File: src/rtl/core/mptc_pkg.sv
`timescale 1ns / 1ps

package mptc_pkg;

    localparam int MAX_ENTRIES = 16;
    localparam int SLOT_W      = $clog2(MAX_ENTRIES);
    localparam int CNT_W       = $clog2(MAX_ENTRIES + 1);
    localparam int PWM_W       = 16;
    localparam int TIME_W      = 32;
    localparam int WIN_W       = 5;
    localparam int SUM_W       = PWM_W + $clog2(MAX_ENTRIES);
    localparam int PROD_W      = TIME_W + PWM_W;
    localparam int DIV_STEPS   = PWM_W;
    localparam int CFG_IDX_W   = 8;
    localparam int CFG_DATA_W  = 32;

    localparam logic [TIME_W-1:0] TARGET_RST = 32'd60000;
    localparam logic [PWM_W-1:0]  INC_RST    = 16'd10;
    localparam logic [WIN_W-1:0]  WIN_RST    = 5'd9;
    localparam logic [PWM_W-1:0]  INIT_RST   = 16'd0;

    localparam logic [CFG_IDX_W-1:0] REG_TARGET_TIME     = 8'd0;
    localparam logic [CFG_IDX_W-1:0] REG_SPEED_INCREMENT = 8'd1;
    localparam logic [CFG_IDX_W-1:0] REG_WINDOW_SIZE     = 8'd2;
    localparam logic [CFG_IDX_W-1:0] REG_INITIAL_PWM     = 8'd3;

    typedef struct packed {
        logic [TIME_W-1:0] actual_time;
        logic [PWM_W-1:0]  current_pwm;
        logic              top_reached;
    } in_t;

    typedef struct packed {
        logic [PWM_W-1:0] corrected_pwm;
        logic [PWM_W-1:0] mean_pwm;
    } out_t;

    typedef struct packed {
        logic load;
        logic mul;
        logic div_corr;
        logic corr;
        logic upd;
        logic div_mean;
        logic out_load;
    } cmd_t;

    typedef struct packed {
        logic div_done;
        logic out_free;
    } sts_t;

endpackage

File: src/rtl/core/mptc_div.sv
`timescale 1ns / 1ps

// Restoring divider, one quotient bit a cycle. The caller guarantees that
// rem_init < divisor, so the quotient fits in PWM_W bits.
module mptc_div
    import mptc_pkg::*;
(
    input  logic              aclk,
    input  logic              aresetn,
    input  logic              start,
    input  logic [TIME_W-1:0] rem_init,
    input  logic [PWM_W-1:0]  dividend_lo,
    input  logic [TIME_W-1:0] divisor,
    output logic              done,
    output logic [PWM_W-1:0]  quot
);

    localparam int STEP_W = $clog2(DIV_STEPS);

    logic              busy_reg;
    logic              done_reg;
    logic [STEP_W-1:0] step_reg;
    logic [TIME_W-1:0] rem_reg;
    logic [TIME_W-1:0] div_reg;
    logic [PWM_W-1:0]  quo_reg;

    logic [TIME_W:0]   trial;
    logic [TIME_W:0]   diff;

    assign trial = {rem_reg, quo_reg[PWM_W-1]};
    assign diff  = trial - {1'b0, div_reg};

    always_ff @(posedge aclk) begin
        if (!aresetn) begin
            busy_reg <= 1'b0;
            done_reg <= 1'b0;
            step_reg <= '0;
        end else begin
            done_reg <= 1'b0;
            if (start) begin
                busy_reg <= 1'b1;
                step_reg <= '0;
            end else if (busy_reg) begin
                step_reg <= step_reg + 1'b1;
                if (step_reg == STEP_W'(DIV_STEPS - 1)) begin
                    busy_reg <= 1'b0;
                    done_reg <= 1'b1;
                end
            end
        end
    end

    always_ff @(posedge aclk) begin
        if (start) begin
            rem_reg <= rem_init;
            div_reg <= divisor;
            quo_reg <= dividend_lo;
        end else if (busy_reg) begin
            if (!diff[TIME_W]) begin
                rem_reg <= diff[TIME_W-1:0];
                quo_reg <= {quo_reg[PWM_W-2:0], 1'b1};
            end else begin
                rem_reg <= trial[TIME_W-1:0];
                quo_reg <= {quo_reg[PWM_W-2:0], 1'b0};
            end
        end
    end

    assign done = done_reg;
    assign quot = quo_reg;

endmodule

File: src/rtl/core/mptc_ctrl.sv
`timescale 1ns / 1ps

module mptc_ctrl
    import mptc_pkg::*;
(
    input  logic aclk,
    input  logic aresetn,
    input  logic s_valid,
    output logic s_ready,
    input  sts_t sts,
    output cmd_t cmd
);

    localparam logic [3:0] ST_IDLE = 4'd0;
    localparam logic [3:0] ST_MUL  = 4'd1;
    localparam logic [3:0] ST_STC  = 4'd2;
    localparam logic [3:0] ST_DIVC = 4'd3;
    localparam logic [3:0] ST_CORR = 4'd4;
    localparam logic [3:0] ST_UPD  = 4'd5;
    localparam logic [3:0] ST_STM  = 4'd6;
    localparam logic [3:0] ST_DIVM = 4'd7;
    localparam logic [3:0] ST_OUT  = 4'd8;

    logic [3:0] state_reg;
    logic [3:0] state_next;

    always_ff @(posedge aclk) begin
        if (!aresetn) begin
            state_reg <= ST_IDLE;
        end else begin
            state_reg <= state_next;
        end
    end

    always_comb begin
        state_next = state_reg;
        cmd        = '0;
        s_ready    = 1'b0;
        unique case (state_reg)
            ST_IDLE: begin
                s_ready = aresetn;
                if (s_valid && aresetn) begin
                    cmd.load   = 1'b1;
                    state_next = ST_MUL;
                end
            end
            ST_MUL: begin
                cmd.mul    = 1'b1;
                state_next = ST_STC;
            end
            ST_STC: begin
                cmd.div_corr = 1'b1;
                state_next   = ST_DIVC;
            end
            ST_DIVC: begin
                if (sts.div_done) begin
                    state_next = ST_CORR;
                end
            end
            ST_CORR: begin
                cmd.corr   = 1'b1;
                state_next = ST_UPD;
            end
            ST_UPD: begin
                cmd.upd    = 1'b1;
                state_next = ST_STM;
            end
            ST_STM: begin
                cmd.div_mean = 1'b1;
                state_next   = ST_DIVM;
            end
            ST_DIVM: begin
                if (sts.div_done) begin
                    state_next = ST_OUT;
                end
            end
            ST_OUT: begin
                if (sts.out_free) begin
                    cmd.out_load = 1'b1;
                    state_next   = ST_IDLE;
                end
            end
            default: begin
                state_next = ST_IDLE;
            end
        endcase
    end

endmodule

File: src/rtl/core/mptc_dp.sv
`timescale 1ns / 1ps

module mptc_dp
    import mptc_pkg::*;
(
    input  logic                  aclk,
    input  logic                  aresetn,
    input  in_t                   s_data,
    output logic                  m_valid,
    input  logic                  m_ready,
    output out_t                  m_data,
    input  logic                  cfg_valid,
    output logic                  cfg_ready,
    input  logic [CFG_IDX_W-1:0]  cfg_index,
    input  logic [CFG_DATA_W-1:0] cfg_data,
    input  cmd_t                  cmd,
    output sts_t                  sts
);

    // configuration
    logic [TIME_W-1:0] target_reg;
    logic [PWM_W-1:0]  inc_reg;
    logic [WIN_W-1:0]  win_reg;
    logic [PWM_W-1:0]  init_reg;

    // item working set
    logic [TIME_W-1:0] diff_reg;
    logic              less_reg;
    logic [PWM_W-1:0]  pwm_reg;
    logic              top_reg;
    logic [PROD_W-1:0] prod_reg;
    logic [PWM_W-1:0]  corr_reg;
    logic [PWM_W-1:0]  old_reg;

    // ring state
    logic [PWM_W-1:0]  ring [MAX_ENTRIES];
    logic [SLOT_W-1:0] slot_reg;
    logic              full_reg;
    logic [SUM_W-1:0]  sum_reg;

    logic              m_valid_reg;
    out_t              m_data_reg;

    logic              wr_target;
    logic              wr_inc;
    logic              wr_win;
    logic              wr_init;
    logic              restart;
    logic [PWM_W-1:0]  restart_pwm;

    logic [CNT_W-1:0]  win_eff;
    logic [CNT_W-1:0]  mean_cnt;
    logic [SLOT_W-1:0] slot_adv;
    logic              wrap;
    logic [TIME_W:0]   sub_wide;

    logic              ring_we;
    logic [SLOT_W-1:0] ring_waddr;
    logic [PWM_W-1:0]  ring_wdata;

    logic              div_start;
    logic [TIME_W-1:0] div_rem;
    logic [PWM_W-1:0]  div_lo;
    logic [TIME_W-1:0] div_den;
    logic              div_done;
    logic [PWM_W-1:0]  div_q;

    assign cfg_ready = aresetn;

    always_comb begin
        wr_target = 1'b0;
        wr_inc    = 1'b0;
        wr_win    = 1'b0;
        wr_init   = 1'b0;
        if (cfg_valid) begin
            unique case (cfg_index)
                REG_TARGET_TIME:     wr_target = 1'b1;
                REG_SPEED_INCREMENT: wr_inc    = 1'b1;
                REG_WINDOW_SIZE:     wr_win    = 1'b1;
                REG_INITIAL_PWM:     wr_init   = 1'b1;
                default: ;
            endcase
        end
    end

    assign restart     = wr_win | wr_init;
    assign restart_pwm = wr_init ? cfg_data[PWM_W-1:0] : init_reg;

    always_comb begin
        if (win_reg == '0) begin
            win_eff = CNT_W'(1);
        end else if (32'(win_reg) > 32'(MAX_ENTRIES)) begin
            win_eff = CNT_W'(MAX_ENTRIES);
        end else begin
            win_eff = CNT_W'(win_reg);
        end
    end

    assign wrap     = (32'(slot_reg) + 32'd1) >= 32'(win_eff);
    assign slot_adv = wrap ? '0 : slot_reg + 1'b1;
    assign mean_cnt = full_reg ? win_eff : CNT_W'(slot_reg) + 1'b1;
    assign sub_wide = {1'b0, target_reg} - {1'b0, s_data.actual_time};

    always_ff @(posedge aclk) begin
        if (!aresetn) begin
            target_reg <= TARGET_RST;
            inc_reg    <= INC_RST;
            win_reg    <= WIN_RST;
            init_reg   <= INIT_RST;
            slot_reg   <= '0;
            full_reg   <= 1'b0;
            sum_reg    <= SUM_W'(INIT_RST);
        end else begin
            if (wr_target) begin
                target_reg <= cfg_data[TIME_W-1:0];
            end
            if (wr_inc) begin
                inc_reg <= cfg_data[PWM_W-1:0];
            end
            if (wr_win) begin
                win_reg <= cfg_data[WIN_W-1:0];
            end
            if (wr_init) begin
                init_reg <= cfg_data[PWM_W-1:0];
            end
            if (restart) begin
                slot_reg <= '0;
                full_reg <= 1'b0;
                sum_reg  <= SUM_W'(restart_pwm);
            end else begin
                if (cmd.load) begin
                    slot_reg <= slot_adv;
                    if (wrap) begin
                        full_reg <= 1'b1;
                    end
                end
                if (cmd.upd) begin
                    // full: the slot's old value leaves the window
                    sum_reg <= sum_reg - (full_reg ? SUM_W'(old_reg) : '0)
                               + SUM_W'(corr_reg);
                end
            end
        end
    end

    always_ff @(posedge aclk) begin
        if (cmd.load) begin
            diff_reg <= sub_wide[TIME_W-1:0];
            less_reg <= ~sub_wide[TIME_W] & (sub_wide[TIME_W-1:0] != '0);
            pwm_reg  <= s_data.current_pwm;
            top_reg  <= s_data.top_reached;
        end
        if (cmd.mul) begin
            prod_reg <= PROD_W'(diff_reg) * PROD_W'(pwm_reg);
        end
        if (cmd.corr) begin
            if (less_reg) begin
                corr_reg <= pwm_reg - div_q;
            end else if (!top_reg) begin
                corr_reg <= pwm_reg + inc_reg;
            end else begin
                corr_reg <= pwm_reg;
            end
        end
    end

    // reset loads entry 0 through the write port as a restart does
    always_comb begin
        ring_we    = 1'b0;
        ring_waddr = slot_reg;
        ring_wdata = corr_reg;
        if (!aresetn) begin
            ring_we    = 1'b1;
            ring_waddr = '0;
            ring_wdata = INIT_RST;
        end else if (restart) begin
            ring_we    = 1'b1;
            ring_waddr = '0;
            ring_wdata = restart_pwm;
        end else if (cmd.upd) begin
            ring_we = 1'b1;
        end
    end

    always_ff @(posedge aclk) begin
        if (ring_we) begin
            ring[ring_waddr] <= ring_wdata;
        end
        if (cmd.load) begin
            old_reg <= ring[slot_adv];
        end
    end

    // the divider is shared by the correction and the mean
    assign div_start = cmd.div_corr | cmd.div_mean;
    assign div_rem   = cmd.div_mean ? TIME_W'(sum_reg[SUM_W-1:PWM_W])
                                    : prod_reg[PROD_W-1:PWM_W];
    assign div_lo    = cmd.div_mean ? sum_reg[PWM_W-1:0] : prod_reg[PWM_W-1:0];
    assign div_den   = cmd.div_mean ? TIME_W'(mean_cnt) : target_reg;

    mptc_div u_div (
        .aclk        (aclk),
        .aresetn     (aresetn),
        .start       (div_start),
        .rem_init    (div_rem),
        .dividend_lo (div_lo),
        .divisor     (div_den),
        .done        (div_done),
        .quot        (div_q)
    );

    always_ff @(posedge aclk) begin
        if (!aresetn) begin
            m_valid_reg <= 1'b0;
        end else begin
            if (m_valid_reg && m_ready) begin
                m_valid_reg <= 1'b0;
            end
            if (cmd.out_load) begin
                m_valid_reg <= 1'b1;
            end
        end
    end

    always_ff @(posedge aclk) begin
        if (cmd.out_load) begin
            m_data_reg.corrected_pwm <= corr_reg;
            m_data_reg.mean_pwm      <= div_q;
        end
    end

    assign m_valid      = m_valid_reg;
    assign m_data       = m_data_reg;
    assign sts.div_done = div_done;
    assign sts.out_free = ~m_valid_reg | m_ready;

endmodule

File: src/rtl/core/motor_pwm_time_corrector.sv
`timescale 1ns / 1ps

// Channel   Direction  Handshake            Payload
// s_        in         s_valid / s_ready    in_t: actual_time, current_pwm, top_reached
// m_        out        m_valid / m_ready    out_t: corrected_pwm, mean_pwm
// cfg_      in         cfg_valid/cfg_ready  cfg_index (register), cfg_data
//
// One item at a time: each item makes two 16-step passes of the shared
// restoring divider (correction, then mean). The next item is taken the
// cycle after the result is loaded into the output register, which holds
// it while m_ready is low; a full output stalls only the final load.
// Synchronous active-low reset; both ready lines are low in reset, and registers
// accept writes on every cycle after it.
module motor_pwm_time_corrector
    import mptc_pkg::*;
(
    input  logic                  aclk,
    input  logic                  aresetn,
    input  logic                  s_valid,
    output logic                  s_ready,
    input  in_t                   s_data,
    output logic                  m_valid,
    input  logic                  m_ready,
    output out_t                  m_data,
    input  logic                  cfg_valid,
    output logic                  cfg_ready,
    input  logic [CFG_IDX_W-1:0]  cfg_index,
    input  logic [CFG_DATA_W-1:0] cfg_data
);

    cmd_t cmd;
    sts_t sts;

    mptc_ctrl u_ctrl (
        .aclk    (aclk),
        .aresetn (aresetn),
        .s_valid (s_valid),
        .s_ready (s_ready),
        .sts     (sts),
        .cmd     (cmd)
    );

    mptc_dp u_dp (
        .aclk      (aclk),
        .aresetn   (aresetn),
        .s_data    (s_data),
        .m_valid   (m_valid),
        .m_ready   (m_ready),
        .m_data    (m_data),
        .cfg_valid (cfg_valid),
        .cfg_ready (cfg_ready),
        .cfg_index (cfg_index),
        .cfg_data  (cfg_data),
        .cmd       (cmd),
        .sts       (sts)
    );

endmodule
File: config.mk
export PLATFORM = sky130hd
export DESIGN_NAME = motor_pwm_time_corrector
export DESIGN_NICKNAME = d
export VERILOG_FILES = /design/src/rtl/core/mptc_pkg.sv /design/src/rtl/core/mptc_div.sv /design/src/rtl/core/mptc_ctrl.sv /design/src/rtl/core/mptc_dp.sv /design/src/rtl/core/motor_pwm_time_corrector.sv
export SDC_FILE = /design/constraint.sdc
export NUM_CORES = 2
export LEC_CHECK = 0
export ABC_AREA = 1
export BUFFER_PORTS_ARGS = -buffer_cell sky130_fd_sc_hd__buf_2
export CAP_MARGIN = 20
export CORE_UTILIZATION = 50
export CTS_CLUSTER_DIAMETER = 80
export DETAILED_ROUTE_END_ITERATION = 12
export PLACE_DENSITY = 0.66
export SLEW_MARGIN = 20
export SYNTH_ARGS = -nofsm -noshare
export SYNTH_HDL_FRONTEND = slang
export SYNTH_HIERARCHICAL = 1
export SYNTH_SLANG_ARGS = --single-unit
File: constraint.sdc
create_clock -name aclk -period 7.9 [get_ports aclk]
set_input_delay 0.79 -clock aclk [delete_from_list [all_inputs] [get_ports aclk]]
set_output_delay 0.79 -clock aclk [all_outputs]
set_load 0.01 [all_outputs]
==> metrics.yaml <==
status: "completed"
synth_ff_type: "edfxtp_1"
cts_resized: 0
fillCellCount: 9079
dr.pass1.iters: 6
synth_area_um2: 49400
die_area_um2: 100000
synth-edff-count: 498
synthCells: 6042
slew-limit-headroom_pct: 28.4
path_max_fanout: 16
drt_drc_violations_left: 0
hpwl_um: 112000
met2_usage_pct: 45.8
largest_register_ffs: 256
die_w_um: 316
rsz0062_at_grt: "false"
drive_gt1_share_pct: 6.87
yosys_warnings: 6
antenna_found_initial: 1
reg2reg_slack_ps: 1100
ios: 129
hp-class: "in2reg"
reg2reg_depth: 23
ant_nets: 0
min-delay-start: "s_data[0]"
drt-initial-drc-count: 3775
fin_crit_ps: 6800
timing.fmax_mhz: 147
numCtsBuffers: 60
areaGrowthSynthToFinish_pct: 8.23
clock_skew_ps: 16.8
hold_violations: 0
ys_seq_elements: 603
cts_buffer_depth: 3
synth.largest_area_cell: "edfxtp_1"
worst_setup_path_end_kind: "flip-flop"
synthDistinctLibCells: 64
grt_pass1_wl_um: 226000
num_antenna_cells: 0
synthMostInstantiatedCell: "nand2_1"
insertion_delay_ps: 660
grt_overflow_total: 0
fp.dieH_um: 316
whs_path_depth: 1
synth-async-reset-ratio_pct: 0
wl_per_cell_um: 19.7
crit_type: "reg2reg"
start_kind: "flip-flop"
num_vias: 39600
post-cts-setup-buffer-count: 0
worst_hold_path.endpoint: "u_dp/top_reg"
core_um2: 97300
yosysTopAreaCellShare_pct: 30.3
tightest_slew_ps: 1070
grt_use_met1_pct: 44.4
netlist_top_cells_area: "edfxtp_1, fa_1, nand2_1, inv_1, ha_1"
r2r-end: "u_dp/prod_reg[45]"
syn_area_per_cell_um2: 8.18
grt_util_all_layers_pct: 29.7
min_period_over_period_pct: 86.1
place.gp.congestion: 0.991
synth_common_cells: "nand2_1, inv_1, edfxtp_1"
cts-htree-levels: 2
required_ps: 8330
setup_viol: 0
rows: 114
setup_tns_ps: 0
tritoncts: "yes"
grt_start_max_net_pins: 81
drt_wl_total_um: 146000
arrival_ps: 7230
cap_violations: 0
met3_usage_pct: 3.49
initial_core_util_pct: 50.8
fin_nets: 6854
clkTransAtPathRegs_ps: 70
viasPerCell: 5.34
syn-num-nets: 6815
grt.busiest_layer: "met2"
drv_slew: 0
cts.sinks: 603
io_buffer_count: 128
r2r-start: "u_dp/pwm_reg[4]"
ys_seq_area_share_pct: 34.5
root_buffer: "clkbuf_16"
hold_buffers: 0
grt_pass1_vias: 38700
[how the worst max path moves through the flow]
stage / slack [ps] / endpoint / startpoint / cells past startpoint
after floorplan: 2220 / u_dp/prod_reg[38] / u_dp/pwm_reg[1] / 26
after global placement: 1090 / u_dp/prod_reg[32] / u_dp/pwm_reg[10] / 20
after detailed placement: 1090 / u_dp/prod_reg[45] / u_dp/pwm_reg[11] / 20
after CTS: 1100 / u_dp/prod_reg[36] / u_dp/pwm_reg[10] / 19
after global routing: 900 / u_dp/prod_reg[45] / u_dp/pwm_reg[4] / 23
final: 1100 / u_dp/prod_reg[45] / u_dp/pwm_reg[4] / 23
[logic make-up after synthesis]
| group | synth area share (%) |
|---|---|
| fa+ha+maj | 23.8 |
| compound gates | 7.58 |
| buf+inv | 12.5 |
| flops | 34.5 |
| simple gates | 19.8 |
| mux | 0.223 |
| xor+xnor | 1.54 |
[metrics by stage]
step / setup slack (ps) / utilization (%) / hold WS [ps] / cell area [um^2] / instances
after floorplan: 2220 / - / 426 / 49400 / 6042
after global placement: 1090 / 52.8 / 440 / 51300 / 7292
after detailed placement: 1090 / 52.8 / 448 / 51300 / 7292
after CTS: 1100 / 54.9 / 280 / 53400 / 7405
after global routing: 901 / 55.0 / 294 / 53500 / 7408
final: 1100 / 55.0 / 305 / 53500 / 7408
[layout make-up]
type	instances	area [um^2]	area share, %
Tap cell	1276	1600	2.99
Clock buffer	79	1650	3.09
Inverter	1350	5070	9.48
Sequential cell	603	17100	31.9
Timing Repair Buffer	221	1360	2.55
Multi-Input combinational cell	3845	26300	49.2
Clock inverter	34	418	0.781
[cells in the final DEF, fill, tap and decap left out, types with 128 or more instances in the layout]
master and instances:
o21ai_0 251, inv_1 1332, ha_1 241, fa_1 438, nand3_1 278, edfxtp_1 498
nand2_1 1488, nor2_1 469, buf_2 128, a21oi_1 224
[worst max-delay path, stage by stage (launching register included)]
cell and delay [ps]:
edfxtp_1 950, buf_4 270, nand2_1 50, inv_1 120, fa_1 390, inv_1 80
fa_1 450, fa_1 520, inv_1 60, fa_1 480, fa_1 490, inv_1 50
fa_1 500, inv_1 50, ha_1 390, nand2_1 130, nor2_1 150, inv_1 130
nor3_1 260, nand3_1 120, o211ai_1 540, nand4_1 210, nand3_1 120, nand2_1 50
[layer usage]
metal,up-vias,routed length (um)
li1,18700,-
met4,0,3860
met5,-,0
met1,19100,65400
met3,199,12000
met2,1585,64500
Power is left out: the tool's default activity adds up to more than one toggle a clock period on the data nets, which glitch-free logic cannot reach.
